`src/hdl/cfr_pkg.sv`:
```
`timescale 1ns / 1ps

package cfr_pkg;

  typedef enum logic [1:0] {
    PH_HUNT,
    PH_BODY,
    PH_CSUM,
    PH_TAIL
  } phase_t;

  localparam logic [1:0] KIND_NONE    = 2'd0;
  localparam logic [1:0] KIND_PAYLOAD = 2'd1;
  localparam logic [1:0] KIND_VERDICT = 2'd2;

  localparam logic [1:0] ST_OK        = 2'd0;
  localparam logic [1:0] ST_CSUM_BAD  = 2'd1;
  localparam logic [1:0] ST_TAIL_BAD  = 2'd2;
  localparam logic [1:0] ST_TOO_LONG  = 2'd3;

  localparam logic [3:0] CLS_BOARD_INFO  = 4'd0;
  localparam logic [3:0] CLS_REAL1       = 4'd1;
  localparam logic [3:0] CLS_REAL2       = 4'd2;
  localparam logic [3:0] CLS_EVENTS      = 4'd3;
  localparam logic [3:0] CLS_READ_COEFF  = 4'd4;
  localparam logic [3:0] CLS_START_ADJ   = 4'd5;
  localparam logic [3:0] CLS_BAD_MODE    = 4'd6;
  localparam logic [3:0] CLS_WRITE_COEFF = 4'd7;
  localparam logic [3:0] CLS_UNKNOWN     = 4'd8;

  localparam logic [7:0] HDR_BYTE  = 8'hfe;
  localparam logic [7:0] TAIL_BYTE = 8'hfc;

  localparam logic [7:0] CMD_READ  = 8'h03;
  localparam logic [7:0] CMD_WRITE = 8'h10;

  localparam logic [15:0] REQ_BOARD_INFO = 16'h0e0e;
  localparam logic [15:0] REQ_REAL1      = 16'h0100;
  localparam logic [15:0] REQ_REAL2      = 16'h0101;
  localparam logic [15:0] REQ_EVENTS     = 16'h0500;
  localparam logic [15:0] REQ_COEFF      = 16'h0200;
  localparam logic [15:0] REQ_START_ADJ  = 16'h0300;

  // frame offsets
  localparam int OFS_BODY    = 4;
  localparam int OFS_CMD     = 5;
  localparam int OFS_REQ_LO  = 6;
  localparam int OFS_REQ_HI  = 7;
  localparam int OFS_LEN_LO  = 8;
  localparam int OFS_LEN_HI  = 9;
  localparam int OFS_TIME    = 18;
  localparam int OFS_MODE    = 26;
  localparam int OFS_CSUM    = 10;
  localparam int TRAILER_LEN = 16;

  typedef struct packed {
    logic [1:0]  kind;
    logic [7:0]  payload_index;
    logic [7:0]  payload_byte;
    logic [1:0]  frame_status;
    logic [3:0]  request_class;
    logic [31:0] time_stamp;
    logic [2:0]  adjust_mode;
  } cfr_result_t;

endpackage

```
`src/hdl/cfr_parser.sv`:
```
`timescale 1ns / 1ps

module cfr_parser #(
  parameter int MAX_FRAME   = 512,
  parameter int COEFF_BYTES = 176
) (
  input  logic                clk,
  input  logic                rst_n,
  input  logic                step,
  input  logic [7:0]          rx_byte,
  output cfr_pkg::cfr_result_t res,
  output logic                res_valid
);
  import cfr_pkg::*;

  localparam int PW = $clog2(MAX_FRAME + 1);
  localparam int CW = 18;

  phase_t      phase_r, phase_nxt;
  logic [1:0]  header_run_r, header_run_nxt;
  logic [PW-1:0] pos_r, pos_nxt;
  logic [15:0] frame_end_r, frame_end_nxt;
  logic [15:0] running_sum_r, running_sum_nxt;
  logic [7:0]  command_r, command_nxt;
  logic [15:0] request_r, request_nxt;
  logic [31:0] time_r, time_nxt;
  logic [31:0] mode_r, mode_nxt;
  logic [15:0] recv_sum_r, recv_sum_nxt;
  logic [1:0]  tail_run_r, tail_run_nxt;

  logic [CW-1:0] pos_w;
  logic [CW-1:0] csum_pos_w;
  logic [4:0]    lane_shift;
  logic [PW-1:0] pos_inc;

  function automatic logic [3:0] classify(input logic [7:0] cmd, input logic [15:0] req,
                                          input logic [31:0] mode);
    logic [3:0] cls;
    cls = CLS_UNKNOWN;
    if (cmd == CMD_READ) begin
      unique case (req)
        REQ_BOARD_INFO: cls = CLS_BOARD_INFO;
        REQ_REAL1:      cls = CLS_REAL1;
        REQ_REAL2:      cls = CLS_REAL2;
        REQ_EVENTS:     cls = CLS_EVENTS;
        REQ_COEFF:      cls = CLS_READ_COEFF;
        default:        cls = CLS_UNKNOWN;
      endcase
    end else if (cmd == CMD_WRITE) begin
      if (req == REQ_START_ADJ) begin
        cls = (mode >= 32'd1 && mode <= 32'd4) ? CLS_START_ADJ : CLS_BAD_MODE;
      end else if (req == REQ_COEFF) begin
        cls = CLS_WRITE_COEFF;
      end
    end
    return cls;
  endfunction

  function automatic cfr_result_t make_verdict(input logic [1:0] status, input logic [3:0] cls,
                                               input logic [31:0] tw, input logic [31:0] mw);
    cfr_result_t r;
    r = '0;
    r.kind          = KIND_VERDICT;
    r.frame_status  = status;
    r.request_class = cls;
    r.time_stamp    = (status == ST_OK) ? tw : 32'd0;
    r.adjust_mode   = (cls == CLS_START_ADJ) ? mw[2:0] : 3'd0;
    return r;
  endfunction

  assign pos_w      = CW'(pos_r);
  assign csum_pos_w = CW'(frame_end_r) + CW'(OFS_CSUM);
  assign pos_inc    = pos_r + PW'(1);
  // time and mode fields both start at an offset of 2 mod 4
  assign lane_shift = {pos_r[1:0] - 2'd2, 3'b000};

  always_comb begin
    phase_nxt       = phase_r;
    header_run_nxt  = header_run_r;
    pos_nxt         = pos_r;
    frame_end_nxt   = frame_end_r;
    running_sum_nxt = running_sum_r;
    command_nxt     = command_r;
    request_nxt     = request_r;
    time_nxt        = time_r;
    mode_nxt        = mode_r;
    recv_sum_nxt    = recv_sum_r;
    tail_run_nxt    = tail_run_r;
    res             = '0;
    res_valid       = 1'b0;

    unique case (phase_r)
      PH_HUNT: begin
        if (rx_byte == HDR_BYTE) begin
          if (header_run_r == 2'd3) begin
            phase_nxt       = PH_BODY;
            header_run_nxt  = 2'd0;
            pos_nxt         = PW'(OFS_BODY);
            running_sum_nxt = 16'(4 * 32'hfe);
            frame_end_nxt   = '0;
            command_nxt     = '0;
            request_nxt     = '0;
            time_nxt        = '0;
            mode_nxt        = '0;
            recv_sum_nxt    = '0;
            tail_run_nxt    = '0;
          end else begin
            header_run_nxt = header_run_r + 2'd1;
          end
        end else begin
          header_run_nxt = 2'd0;
        end
      end

      PH_BODY: begin
        running_sum_nxt = running_sum_r + {8'h00, rx_byte};
        if (pos_w == CW'(OFS_CMD))         command_nxt = rx_byte;
        else if (pos_w == CW'(OFS_REQ_LO)) request_nxt = {8'h00, rx_byte};
        else if (pos_w == CW'(OFS_REQ_HI)) request_nxt = {rx_byte, request_r[7:0]};
        else if (pos_w == CW'(OFS_LEN_LO)) frame_end_nxt = {8'h00, rx_byte};
        else if (pos_w == CW'(OFS_LEN_HI)) frame_end_nxt = {rx_byte, frame_end_r[7:0]};

        if (pos_w >= CW'(OFS_TIME) && pos_w <= CW'(OFS_TIME + 3))
          time_nxt = time_r | ({24'h0, rx_byte} << lane_shift);
        if (pos_w >= CW'(OFS_MODE) && pos_w <= CW'(OFS_MODE + 3))
          mode_nxt = mode_r | ({24'h0, rx_byte} << lane_shift);

        if (command_r == CMD_WRITE && request_r == REQ_COEFF &&
            pos_w >= CW'(OFS_MODE) && pos_w < CW'(OFS_MODE + COEFF_BYTES)) begin
          res.kind          = KIND_PAYLOAD;
          res.payload_index = 8'(pos_w - CW'(OFS_MODE));
          res.payload_byte  = rx_byte;
          res_valid         = 1'b1;
        end

        if (pos_w == CW'(OFS_LEN_HI) &&
            CW'(frame_end_nxt) + CW'(TRAILER_LEN) > CW'(MAX_FRAME)) begin
          // mode not yet seen, so a start-adjust request reports bad mode
          res       = make_verdict(ST_TOO_LONG, classify(command_r, request_r, mode_r),
                                   time_r, mode_r);
          res_valid      = 1'b1;
          phase_nxt      = PH_HUNT;
          header_run_nxt = 2'd0;
        end else begin
          pos_nxt = pos_inc;
          if (pos_w >= CW'(OFS_LEN_HI) &&
              CW'(pos_inc) >= CW'(frame_end_nxt) + CW'(OFS_CSUM))
            phase_nxt = PH_CSUM;
        end
      end

      PH_CSUM: begin
        if (pos_w == csum_pos_w) begin
          recv_sum_nxt = {8'h00, rx_byte};
        end else begin
          recv_sum_nxt = {rx_byte, recv_sum_r[7:0]};
          phase_nxt    = PH_TAIL;
          tail_run_nxt = 2'd0;
        end
        pos_nxt = pos_inc;
      end

      PH_TAIL: begin
        if (rx_byte != TAIL_BYTE) begin
          res = make_verdict(ST_TAIL_BAD, classify(command_r, request_r, mode_r),
                             time_r, mode_r);
          res_valid      = 1'b1;
          phase_nxt      = PH_HUNT;
          // a header byte here opens the next hunt
          header_run_nxt = (rx_byte == HDR_BYTE) ? 2'd1 : 2'd0;
        end else begin
          pos_nxt = pos_inc;
          if (tail_run_r == 2'd3) begin
            res = make_verdict((recv_sum_r == running_sum_r) ? ST_OK : ST_CSUM_BAD,
                               classify(command_r, request_r, mode_r), time_r, mode_r);
            res_valid      = 1'b1;
            phase_nxt      = PH_HUNT;
            header_run_nxt = 2'd0;
            tail_run_nxt   = 2'd0;
          end else begin
            tail_run_nxt = tail_run_r + 2'd1;
          end
        end
      end

      default: begin
        phase_nxt = PH_HUNT;
      end
    endcase
  end

  always_ff @(posedge clk) begin
    if (!rst_n) begin
      phase_r       <= PH_HUNT;
      header_run_r  <= '0;
      pos_r         <= '0;
      frame_end_r   <= '0;
      running_sum_r <= '0;
      command_r     <= '0;
      request_r     <= '0;
      time_r        <= '0;
      mode_r        <= '0;
      recv_sum_r    <= '0;
      tail_run_r    <= '0;
    end else if (step) begin
      phase_r       <= phase_nxt;
      header_run_r  <= header_run_nxt;
      pos_r         <= pos_nxt;
      frame_end_r   <= frame_end_nxt;
      running_sum_r <= running_sum_nxt;
      command_r     <= command_nxt;
      request_r     <= request_nxt;
      time_r        <= time_nxt;
      mode_r        <= mode_nxt;
      recv_sum_r    <= recv_sum_nxt;
      tail_run_r    <= tail_run_nxt;
    end
  end

endmodule

```
`src/hdl/command_frame_receiver_top.sv`:
```
`timescale 1ns / 1ps
// path: each byte is held in the input register, and its result is held in the result register
// throughput: one byte per cycle while out_ready is high; the per-byte parser update
// between the two registers sets this figure
// a byte that closes no payload position or frame produces no result transfer
// reset: synchronous active-low rst_n returns the parser to header hunting, both stages empty

module command_frame_receiver_top #(
  parameter int MAX_FRAME   = 512,
  parameter int COEFF_BYTES = 176
) (
  input  logic        clk,
  input  logic        rst_n,
  input  logic        in_valid,
  output logic        in_ready,
  input  logic [7:0]  in_rx_byte,
  output logic        out_valid,
  input  logic        out_ready,
  output logic [1:0]  out_kind,
  output logic [7:0]  out_payload_index,
  output logic [7:0]  out_payload_byte,
  output logic [1:0]  out_frame_status,
  output logic [3:0]  out_request_class,
  output logic [31:0] out_time_stamp,
  output logic [2:0]  out_adjust_mode
);
  import cfr_pkg::*;

  logic        in_valid_r, in_valid_nxt;
  logic [7:0]  in_byte_r;
  logic        out_valid_r, out_valid_nxt;
  cfr_result_t out_res_r;
  cfr_result_t res;
  logic        res_valid;
  logic        advance;

  // the held byte moves on once the result slot is free or draining
  assign advance  = in_valid_r && (!out_valid_r || out_ready);
  assign in_ready = !in_valid_r || advance;

  cfr_parser #(
    .MAX_FRAME   (MAX_FRAME),
    .COEFF_BYTES (COEFF_BYTES)
  ) u_parser (
    .clk       (clk),
    .rst_n     (rst_n),
    .step      (advance),
    .rx_byte   (in_byte_r),
    .res       (res),
    .res_valid (res_valid)
  );

  always_comb begin
    in_valid_nxt = in_valid_r;
    if (in_ready) in_valid_nxt = in_valid;

    out_valid_nxt = out_valid_r;
    if (advance) out_valid_nxt = res_valid;
    else if (out_ready) out_valid_nxt = 1'b0;
  end

  always_ff @(posedge clk) begin
    if (!rst_n) begin
      in_valid_r  <= 1'b0;
      out_valid_r <= 1'b0;
    end else begin
      in_valid_r  <= in_valid_nxt;
      out_valid_r <= out_valid_nxt;
    end
  end

  always_ff @(posedge clk) begin
    if (in_valid && in_ready) in_byte_r <= in_rx_byte;
    if (advance && res_valid) out_res_r <= res;
  end

  assign out_valid         = out_valid_r;
  assign out_kind          = out_res_r.kind;
  assign out_payload_index = out_res_r.payload_index;
  assign out_payload_byte  = out_res_r.payload_byte;
  assign out_frame_status  = out_res_r.frame_status;
  assign out_request_class = out_res_r.request_class;
  assign out_time_stamp    = out_res_r.time_stamp;
  assign out_adjust_mode   = out_res_r.adjust_mode;

  a_no_empty_result: assert property (@(posedge clk) disable iff (!rst_n)
    out_valid_r |-> (out_kind == KIND_PAYLOAD || out_kind == KIND_VERDICT))
    else $error("result transfer without a kind");

  a_held_byte_kept: assert property (@(posedge clk) disable iff (!rst_n)
    (in_valid_r && !advance) |=> (in_valid_r && $stable(in_byte_r)))
    else $error("held byte lost while result slot blocked");

  a_payload_clean: assert property (@(posedge clk) disable iff (!rst_n)
    (out_valid_r && out_kind == KIND_PAYLOAD) |->
      (out_frame_status == ST_OK && out_request_class == CLS_BOARD_INFO &&
       out_time_stamp == 32'd0 && out_adjust_mode == 3'd0))
    else $error("payload result carries verdict fields");

  a_time_only_ok: assert property (@(posedge clk) disable iff (!rst_n)
    (out_valid_r && out_kind == KIND_VERDICT && out_frame_status != ST_OK) |->
      (out_time_stamp == 32'd0))
    else $error("time stamp given on a failed frame");

endmodule
```
`config.mk`:
```
export PLATFORM = sky130hd
export DESIGN_NAME = command_frame_receiver_top
export DESIGN_NICKNAME = d
export VERILOG_FILES = /design/src/hdl/cfr_pkg.sv /design/src/hdl/cfr_parser.sv /design/src/hdl/command_frame_receiver_top.sv
export SDC_FILE = /design/constraint.sdc
export NUM_CORES = 1
export LEC_CHECK = 0
export ABC_AREA = 0
export BUFFER_PORTS_ARGS = -buffer_cell sky130_fd_sc_hd__buf_2
export CAP_MARGIN = 30
export CORE_MARGIN = 5
export CORE_UTILIZATION = 64
export CTS_CLUSTER_DIAMETER = 30
export DETAILED_ROUTE_END_ITERATION = 12
export GPL_TIMING_DRIVEN = 0
export PLACE_DENSITY_LB_ADDON = 0.12
export SLEW_MARGIN = 20
export SYNTH_ARGS = -nofsm -noshare
export SYNTH_HDL_FRONTEND = slang
export SYNTH_SLANG_ARGS = --single-unit
export TNS_END_PERCENT = 20
```
`constraint.sdc`:
```
create_clock -name clk -period 16.3 [get_ports clk]
set_clock_uncertainty 0.1 [all_clocks]
set_input_delay 0.815 -clock clk [delete_from_list [all_inputs] [get_ports clk]]
set_output_delay 0.815 -clock clk [all_outputs]
set_load 0.02 [all_outputs]
```
# Word-level counts from Yosys, hierarchy flattened
# Index checks and enable logic that the tools add are counted.
[totals]
reg_bits = 221
input_bits = 12
output_inout_bits = 61
wordCells = 202
[op_classes]
n_addsub = 9
n_lt_le_gt_ge = 10
eq_ne = 40
shifts = 1
n_mux = 83
bitwise_logic = 2
n_reduce_logical = 34
[ops]
columns = ["operator", "n"]
rows = [
  ["$mux W16", 14],
  ["$mux W59", 3],
  ["$mux W32", 5],
  ["$pmux W16 S2", 4],
  ["$pmux W32 S2", 2],
  ["$pmux W59 S2", 1],
  ["$or A32 B32 Y32", 2],
  ["$mux W4", 11],
  ["$mux W10", 4],
  ["$pmux W10 S4", 1],
  ["$add A16 B4 Y17 const B", 2],
  ["$mux W2", 17],
  ["$eq A16 B10 Y1 const B", 2],
  ["$eq A16 B9 Y1 const B", 2],
  ["$ge A32 B1 Y1 const B", 1],
  ["$le A32 B3 Y1 const B", 1],
  ["$shl A8 B5 Y32", 1],
  ["$eq A10 B3 Y1 const B", 3],
  ["$reduce_and A5 Y1", 5],
  ["$mux W8", 3],
  ["$reduce_and A6 Y1", 4],
  ["$eq A10 B4 Y1 const B", 2],
  ["$ge A10 B5 Y1 const B", 2],
  ["$le A10 B5 Y1 const B", 2],
  ["other kinds (39)", 85],
]

# Depth between registers and ports, before layout
# Gate-level depths: netlist of the first run.
[depth]
word_depth = 16
ltp_mapped = 20
depth_no_buf = 18

# Hierarchy
# Synthesis of the first run repeated with hierarchy kept, for this count alone.
[hier_totals]
hier_cells = 1169
hier_area_um2 = 10651.5
[by_module_without_submodules]
columns = ["module", "instances", "cells_each", "area_each_um2", "seq_area_each_um2"]
rows = [
  ["cfr_parser", 1, 1089, 8526.9, 3042.9],
  ["command_frame_receiver_top", 1, 80, 2124.5, 2052.0],
]

# Worst setup path before layout of the first run
# No wires, ideal clock.
[synth_timing]
kind = "reg2reg"
from = "register u_parser.pos_r[6]"
to = "register out_res_r (netlist bit out_adjust_mode[0]) (enable)"
setup_ps = 496
arrival_time_ps = 5830
t_required_ps = 15704
path_slack_ps = 9874
stages_incl_launch_ff = 12
path_buffers = 2
period_less_slack_ps = 6426
cell_sequence = "dfxtp_1 buf_6 or4_4 buf_6 or4_4 a222oi_1 nand3_1 xnor2_1 o41a_2 a21boi_1 and2_1 a21oi_1"
[synth_between]
elab_chain_cells = 13
elab_cells_between_ends = 22
classes_between = "add/sub: 1; order compare: 3; eq/ne: 5; mux: 9; reduce/logical: 4"
[synth_rtl]
columns = ["element", "line", "rtl"]
rows = [
  ["start: declaration", "cfr_parser.sv:21", "logic [PW-1:0] pos_r, pos_nxt;"],
  ["start signal: assignment", "cfr_parser.sv:208", "pos_r <= pos_nxt;"],
  ["$eq A10 B4 Y1", "cfr_parser.sv:121, cfr_parser.sv:136", ""],
  ["$mux W16", "cfr_parser.sv:121", "else if (pos_w == CW'(OFS_LEN_HI)) frame_end_nxt = {rx_byte, frame_end_r[7:0]};"],
  ["$mux W16", "cfr_parser.sv:120", "else if (pos_w == CW'(OFS_LEN_LO)) frame_end_nxt = {8'h00, rx_byte};"],
  ["$mux W16", "cfr_parser.sv:119", "else if (pos_w == CW'(OFS_REQ_HI)) request_nxt = {rx_byte, request_r[7:0]};"],
  ["$mux W16", "cfr_parser.sv:118", "else if (pos_w == CW'(OFS_REQ_LO)) request_nxt = {8'h00, rx_byte};"],
  ["$mux W16", "cfr_parser.sv:117", "if (pos_w == CW'(OFS_CMD)) command_nxt = rx_byte;"],
  ["$mux W16", "cfr_parser.sv:92", "unique case (phase_r)"],
  ["$add A16 B5 Y17", "cfr_parser.sv:137", "CW'(frame_end_nxt) + CW'(TRAILER_LEN) > CW'(MAX_FRAME)) begin"],
  ["$gt A18 B10 Y1", "cfr_parser.sv:137", ""],
  ["$logic_and A1 B1 Y1", "cfr_parser.sv:136", "if (pos_w == CW'(OFS_LEN_HI) &&"],
  ["$mux W1 (*)", "cfr_parser.sv:136", ""],
  ["$pmux W1 S2 (*)", "cfr_parser.sv:92", ""],
  ["$logic_and A1 B1 Y1 (*)", "command_frame_receiver_top.sv:74", "if (advance && res_valid) out_res_r <= res;"],
  ["end signal: assignment", "command_frame_receiver_top.sv:74", ""],
  ["end: declaration", "command_frame_receiver_top.sv:32", "cfr_result_t out_res_r;"],
]
# Mark *: on every way between the ends. The rest lies on a longest branch, timed or not. The select of a mux whose other input is x is not followed.
# A chain may end at the register's enable or synchronous reset.

# Final worst setup path of the first run
[layout_timing]
from = "register u_parser.pos_r[0]"
to = "register u_parser.phase_r[0]"
[layout_between]
elab_chain_cells = 12
elab_cells_between_ends = 25
classes_between = "add/sub: 3; order compare: 3; eq/ne: 8; mux: 8; reduce/logical: 3"
[layout_rtl]
columns = ["element", "line", "rtl"]
rows = [
  ["$eq A10 B4 Y1", "cfr_parser.sv:121, cfr_parser.sv:136", ""],
  ["$mux W16", "cfr_parser.sv:121", ""],
  ["$mux W16", "cfr_parser.sv:120", ""],
  ["$mux W16", "cfr_parser.sv:119", ""],
  ["$mux W16", "cfr_parser.sv:118", ""],
  ["$mux W16", "cfr_parser.sv:117", ""],
  ["$mux W16", "cfr_parser.sv:92", ""],
  ["$add A16 B4 Y17 or $add A16 B5 Y17 (tied branches)", "cfr_parser.sv:147, cfr_parser.sv:137", ""],
  ["$ge A10 B18 Y1 or $gt A18 B10 Y1 (tied branches)", "cfr_parser.sv:147, cfr_parser.sv:137", ""],
  ["$logic_and A1 B1 Y1, on equally long branches", "cfr_parser.sv:146, cfr_parser.sv:136", ""],
  ["$ne A3 B1 Y1 (no line) or $mux W2 (tied branches)", "--", ""],
  ["$reduce_and A6 Y1 (no line) or $pmux W2 S4 (tied branches)", "--", ""],
  ["end signal: assignment", "cfr_parser.sv:206", "phase_r <= phase_nxt;"],
  ["end: declaration", "cfr_parser.sv:19", "phase_t phase_r, phase_nxt;"],
]
# Parallel ways exist; a longest one is shown, timed or not. The select of a mux whose other input is x is not followed.

==> results.toml, run 1 <==
[outcome]
status = "completed"

[clock_tree]
cts_max_level = 2
cts_hold_buf = 0
clockBufferDepth = 3
root_buffer = "clkbuf_16"
cts_tree = "built"
cts_setup_buffers = 0
cts_sinks = 221
cts_made_buffers = 43
clkTransAtPathRegs_ns = 0.06
clock_latency_ns = 0.53
cts-resized-gates = 0

[detailed_routing]
routed_via_density = 6.14
wire_per_inst_um = 19.5
num_vias = 9356
ant_nets = 0
drt_first_pass_iters = 6
routed_wl_mm = 29.7
drtIter0Drc = 1224
drc = 0

[setup_path]
cp.arrival_ns = 5.56
path_max_fanout = 10
critical_path_required_ns = 16.57
crit_path_start_kind = "flip-flop"
end_kind = "flip-flop"
startpoint = "u_parser.pos_r[0]$_SDFFE_PN0P_"
critPathKind = "reg -> reg"
timing.rr.start = "u_parser.pos_r[0]$_SDFFE_PN0P_"

[worst_hold_path]
min_from = "u_parser.command_r[5]$_SDFFE_PN0P_"
worstHoldPathType = "reg -> reg"

[floorplan]
core_region_area_um2 = 16500
die_h_um = 139
die_width_um = 139
die_area_um2 = 19300
io_pins = 73
start_util_pct = 64.6
num_rows = 47

[sta]
relSlewSlack_pct = 35.1
holdWs_ns = 0.348
fmax_mhz = 189
worst_pin_slew_ns = 0.965
hold_violations = 0
period_share_pct = 32.4
slew_viol_final = 0
fin_tns_setup_ns = 0
rsz0062_at_grt = "false"
fin_ws_ns = 11.01
fin_crit_ns = 5.29
setup_viol = 0

[pwr]
power_density_nw_per_um2 = 114
p_total_mw = 1.46
ir_drop_mv = 0.140
leakage_nw = 5.23

[placed_design]
io_buffers = 71
dpl_worst_slack_ns = 10.90
dpl_cell_area_um2 = 11400
post-dp-hpwl_mm = 19.9
place_congestion = 0.977

[logic_synthesis]
async_reset_ff_share_pct = 0
yosys.area.top_type = "dfxtp_1"
syn_area_um2 = 10600
ys_ff_latch = 221
syn_inst = 1148
synth-edff-count = 67
synth_fp_nets = 1191
syn_avg_cell_area_um2 = 9.27
ys_warn_count = 0
synth_top_area_share_pct = 29.0
synth_ff_type = "dfxtp_1"
ys_seq_area_share_pct = 47.9
synth.distinct_cells = 80
synthTopCellsByArea = "dfxtp_1 29%, edfxtp_1 19%, a21oi_1 6.1%"

[global_routing]
antenna_found_initial = 0
overflow = 0
grt_pass1_vias = 8919
grt_max_degree = 25
track_usage_pct = 29.9
grt_pass1_wl_mm = 46.8

[final_layout]
diodes = 0
final_common_cell = "nor2_1"
nets = 1313
synthToLayoutAreaGrowth_pct = 20.5
final.fill_count = 1112
drive_above_1_share_pct = 15.3
design_area_um2 = 12800
final_cell_mix = "155 x nor2_1, 154 x dfxtp_1, 128 x a21oi_1, 88 x nand2_1, 75 x buf_2"

[flow_run]
cap_violations = 0
-- synthesized netlist by cell type, drive strengths merged, types with 13 or more instances --
cell and number:
and2 51, clkbuf 60, ha 30, a22oi 37, nand2 88, nor3 20
dfxtp 154, a21oi 131, edfxtp 67, nor2 155, mux2i 13, o21ai 18
nand3 51, xnor2 45, xor2 18, buf 14, nor4 15, inv 24
nand4 16
-- layout make-up --
type	instances	area [um^2]	share of cell area, %
Sequential cell	221	5090	39.7
Multi-Input combinational cell	829	5050	39.4
Clock buffer	65	1290	10.1
Timing Repair Buffer	77	430	3.36
Buffer	74	427	3.33
Tap cell	220	275	2.15
Clock inverter	14	161	1.26
Inverter	24	90.1	0.703
-- kinds of logic (layout without fill, tap and decap cells) --
group                      count (synthesis)  count (layout)  synth area share (%)
and+or+nand+nor                          462             462                  21.4
AOI/OAI and AO/OA                        257             257                  15.4
DFF                                      221             221                  47.9
buffers and inverters                     98             254                  4.86
xor gates and xnor gates                  63              63                  5.19
adders and majority gates                 31              31                  3.72
muxes                                     16              16                  1.54
-- state kept, by name (all words and copies together), names as in the netlist, 10 cells and up, named ones only --
signal and count:
u_parser.frame_end_r 16, u_parser.mode_r 32, u_parser.time_r 32, u_parser.recv_sum_r 16, u_parser.pos_r 10, out_time_stamp 32
u_parser.running_sum_r 16, u_parser.request_r 16
-- worst max-delay path: stages, from the launching register on --
cell,delay [ns]
dfxtp_1,0.44
clkbuf_1,0.40
inv_1,0.20
ha_1,0.33
nand3_1,0.28
clkbuf_1,0.43
mux2_2,0.43
ha_1,0.24
inv_1,0.08
nand2_1,0.16
nand2_1,0.13
xor2_1,0.07
nor2_1,0.12
a21oi_1,0.06
ha_1,0.30
o21ai_0,0.06
a21oi_1,0.12
nor4_1,0.06
o31a_1,0.29
nor4_1,0.64
o32ai_1,0.17
-- final timing paths --
path,endpoint,slack (ns),cells after the start
max,u_parser.phase_r[0]$_SDFFE_PN0P_,11.01,20
min,u_parser.command_r[5]$_SDFFE_PN0P_,0.35,2
max reg2reg,u_parser.phase_r[0]$_SDFFE_PN0P_,11.01,20
min reg2reg,u_parser.command_r[5]$_SDFFE_PN0P_,0.35,2
-- through the flow --
step	std cells	util, %
global placement	1439	68.4
finish	1524	77.9
floorplan	1148	-
CTS	1521	77.8
detailed placement	1442	69.0
global route	1524	77.9
-- report_power, final --
part | switching [mW] | leakage [nW] | total [mW] | internal [mW]
registers | 0.00159 | 2.00 | 0.568 | 0.566
clock network | 0.288 | 0.709 | 0.868 | 0.580
logic | 0.0205 | 2.52 | 0.0262 | 0.00562
-- layer usage --
layer / track usage (%) / vias to the layer above / wire (um)
met5: 0 / - / 0
met3: 5.07 / 94 / 2710
met2: 48.6 / 491 / 14000
met4: 12.1 / 0 / 979
li1: - / 4356 / -
met1: 40.0 / 4415 / 12100
No activity file was read; power rests on OpenSTA's default activity.
==> inputs of run 2 (changes only) <==
- CORE_UTILIZATION: 64 -> 55
- clock period: 16.3 -> 4.5 ns (I/O delays scaled with it)
==> run 2 against run 1 <==
Against the previous run: sequential power rose to 3.6 times the previous value; fmax up 21%; routed wire length increased by 0.66%; worst hold slack got worse by 0.21 ns; count of clock-buffer cells in the layout shrank 13; power increased to 3.8 times the previous value; critical endpoint is now out_adjust_mode[1]$_DFFE_PP_; highest routed layer unchanged.
==> results.toml, run 2 (synthesis results as in run 1) <==
[sta]
fin_tns_setup_ns = 0
setup_viol = 0
rsz0062_at_grt = "false"
fmax_mhz = 229
slew_viol_final = 0
worst_pin_slew_ns = 0.899
relSlewSlack_pct = 39.9
period_share_pct = 96.8
fin_crit_ns = 4.36
holdWs_ns = 0.137
hold_violations = 0

[final_layout]
final_cells = 1582
final_cell_mix = "155 x nor2_1, 152 x dfxtp_1, 128 x a21oi_1, 87 x nand2_1, 75 x buf_2"
diodes = 0
synthToLayoutAreaGrowth_pct = 24.1
nets = 1331
final_common_cell = "nor2_1"
drive_above_1_share_pct = 17.4
design_area_um2 = 13200

[setup_path]
r2r_slack_ns = 0.14
reg2reg_depth = 17
cp_common_cell = "buf_6"
critPathSlowestCell = "o41a_2"
path_cells = "clkbuf_8, clkinvlp_4, ha_1, buf_6, and2b_1, and3_1, clkbuf_4, a22o_2, buf_6, nor3_1, a21oi_2, o41a_2, a21boi_1, and2_2, a21oi_4, buf_12, buf_16"
cpPeakStageDelay_ns = 0.54
critical_path_required_ns = 4.67
timing.rr.start = "u_parser.pos_r[1]$_SDFFE_PN0P_"
critPathKind = "reg -> reg"
end_kind = "flip-flop"
cp.arrival_ns = 4.53
path_max_fanout = 23
timing.rr.end = "out_adjust_mode[1]$_DFFE_PP_"
crit_path_start_kind = "flip-flop"

[detailed_routing]
wire_per_inst_um = 18.9
drtIter0Drc = 746
routed_via_density = 5.86
routed_wl_mm = 29.9
drt_first_pass_iters = 5
num_vias = 9265
ant_nets = 0
drc = 0

[floorplan]
num_rows = 50
die_width_um = 149
die_h_um = 149
core_region_area_um2 = 18900
io_pins = 73
start_util_pct = 56.3
die_area_um2 = 22200

[worst_hold_path]
min_from = "out_ready"
whs_endpoint = "out_valid$_SDFFE_PN0P_"
worstHoldPathType = "in -> reg"
hold_depth = 3

[placed_design]
post-dp-hpwl_mm = 20.6
dpl_cell_area_um2 = 11400
dp_cells = 1483
place_congestion = 0.958
io_buffers = 71

[outcome]
status = "completed"

[global_routing]
grt_max_degree = 28
track_usage_pct = 26.6
antenna_found_initial = 0
grt_pass1_wl_mm = 47.0
grt_pass1_vias = 8886
overflow = 0

[clock_tree]
clock_latency_ns = 0.53
cts_tree = "built"
cts_made_buffers = 42
cts_max_level = 2
root_buffer = "clkbuf_16"
cts_sinks = 221
clkTransAtPathRegs_ns = 0.05
clockBufferDepth = 3

[pwr]
ir_drop_mv = 0.442
leakage_nw = 5.39
switching_share_pct = 20.9
internal-power_mw = 4.34
seq_power_share_pct = 37.4
power.switching_mw = 1.15
power_density_nw_per_um2 = 416
p_total_mw = 5.49
pwr-share-clk_pct = 60.7
pwr-share-comb_pct = 1.9

[flow_run]
cap_violations = 0
==> run 2: area by class of cell <==
class,instances,area (um^2)
sequential,221,5100
buffer,74,435
timing repair buffer,96,611
tap,260,325
inverter,24,93.8
multi-input combinational,829,5100
clock inverter,26,327
fill,1510,5690
clock buffer,52,1210
==> run 2: worst max path at each step <==
stage	to	slack (ns)	from	depth (start not counted)
detailed placement	u_parser.phase_r[0]$_SDFFE_PN0P_	-0.68	u_parser.pos_r[0]$_SDFFE_PN0P_	20
global placement	out_time_stamp[29]$_DFFE_PP_	-1.37	u_parser.pos_r[2]$_SDFFE_PN0P_	10
CTS	u_parser.phase_r[0]$_SDFFE_PN0P_	0.03	u_parser.pos_r[0]$_SDFFE_PN0P_	20
floorplan	out_adjust_mode[0]$_DFFE_PP_	0.02	u_parser.pos_r[6]$_SDFFE_PN0P_	11
finish	out_adjust_mode[1]$_DFFE_PP_	0.14	u_parser.pos_r[1]$_SDFFE_PN0P_	17
global route	u_parser.phase_r[0]$_SDFFE_PN0P_	0.005	u_parser.pos_r[2]$_SDFFE_PN0P_	19
==> run 2: repair_timing <==
item / 4_1_cts / 5_1_grt
resized for setup: 7 / 10
pin swaps: 2 / 2
hold buffers: 10 / 0
setup buffers: 2 / 6
setup endpoints to repair: 66 / 61
hold endpoints to repair: 9 / 0
==> run 2: power groups by stage <==
| stage | clock network (mW) | logic, mW | registers [mW] |
|---|---|---|---|
| 4_1_cts | 3.36 | 0.101 | 2.06 |
| 6_report | 3.33 | 0.103 | 2.06 |
| 2_1_floorplan | 0 | 0.0522 | 2.09 |
| 3_3_place_gp | 0 | 0.0927 | 2.09 |
| 3_5_place_dp | 0 | 0.0934 | 2.09 |
| 5_1_grt | 3.47 | 0.109 | 2.05 |
==> run 2: worst max-delay path: cells and delay by family (launching register included) <==
kind / cells / cell delay [ns]
AOI/OAI and AO/OA: 5 / 1.29
buffers and inverters: 7 / 1.17
and+or+nand+nor: 4 / 0.92
DFF: 1 / 0.38
adders and majority gates: 1 / 0.23
==> run 2: layer usage <==
layer	track usage (%)	vias up	wire length [um]	share of wire (%)
met5	0	-	0	0
met4	9.57	0	821	2.7
met3	6.17	78	2510	8.4
met2	43.0	391	13900	46
met1	35.3	4403	12700	43
li1	-	4393	-	-
==> run 2: metrics by stage <==
| step | setup WS [ns] | utilization [%] |
|---|---|---|
| finish | 0.143 | 69.9 |
| global route | 0.00476 | 69.9 |
| CTS | 0.0300 | 69.4 |
| detailed placement | -0.683 | 60.5 |
| global placement | -1.37 | 60.0 |
| floorplan | 0.0165 | - |
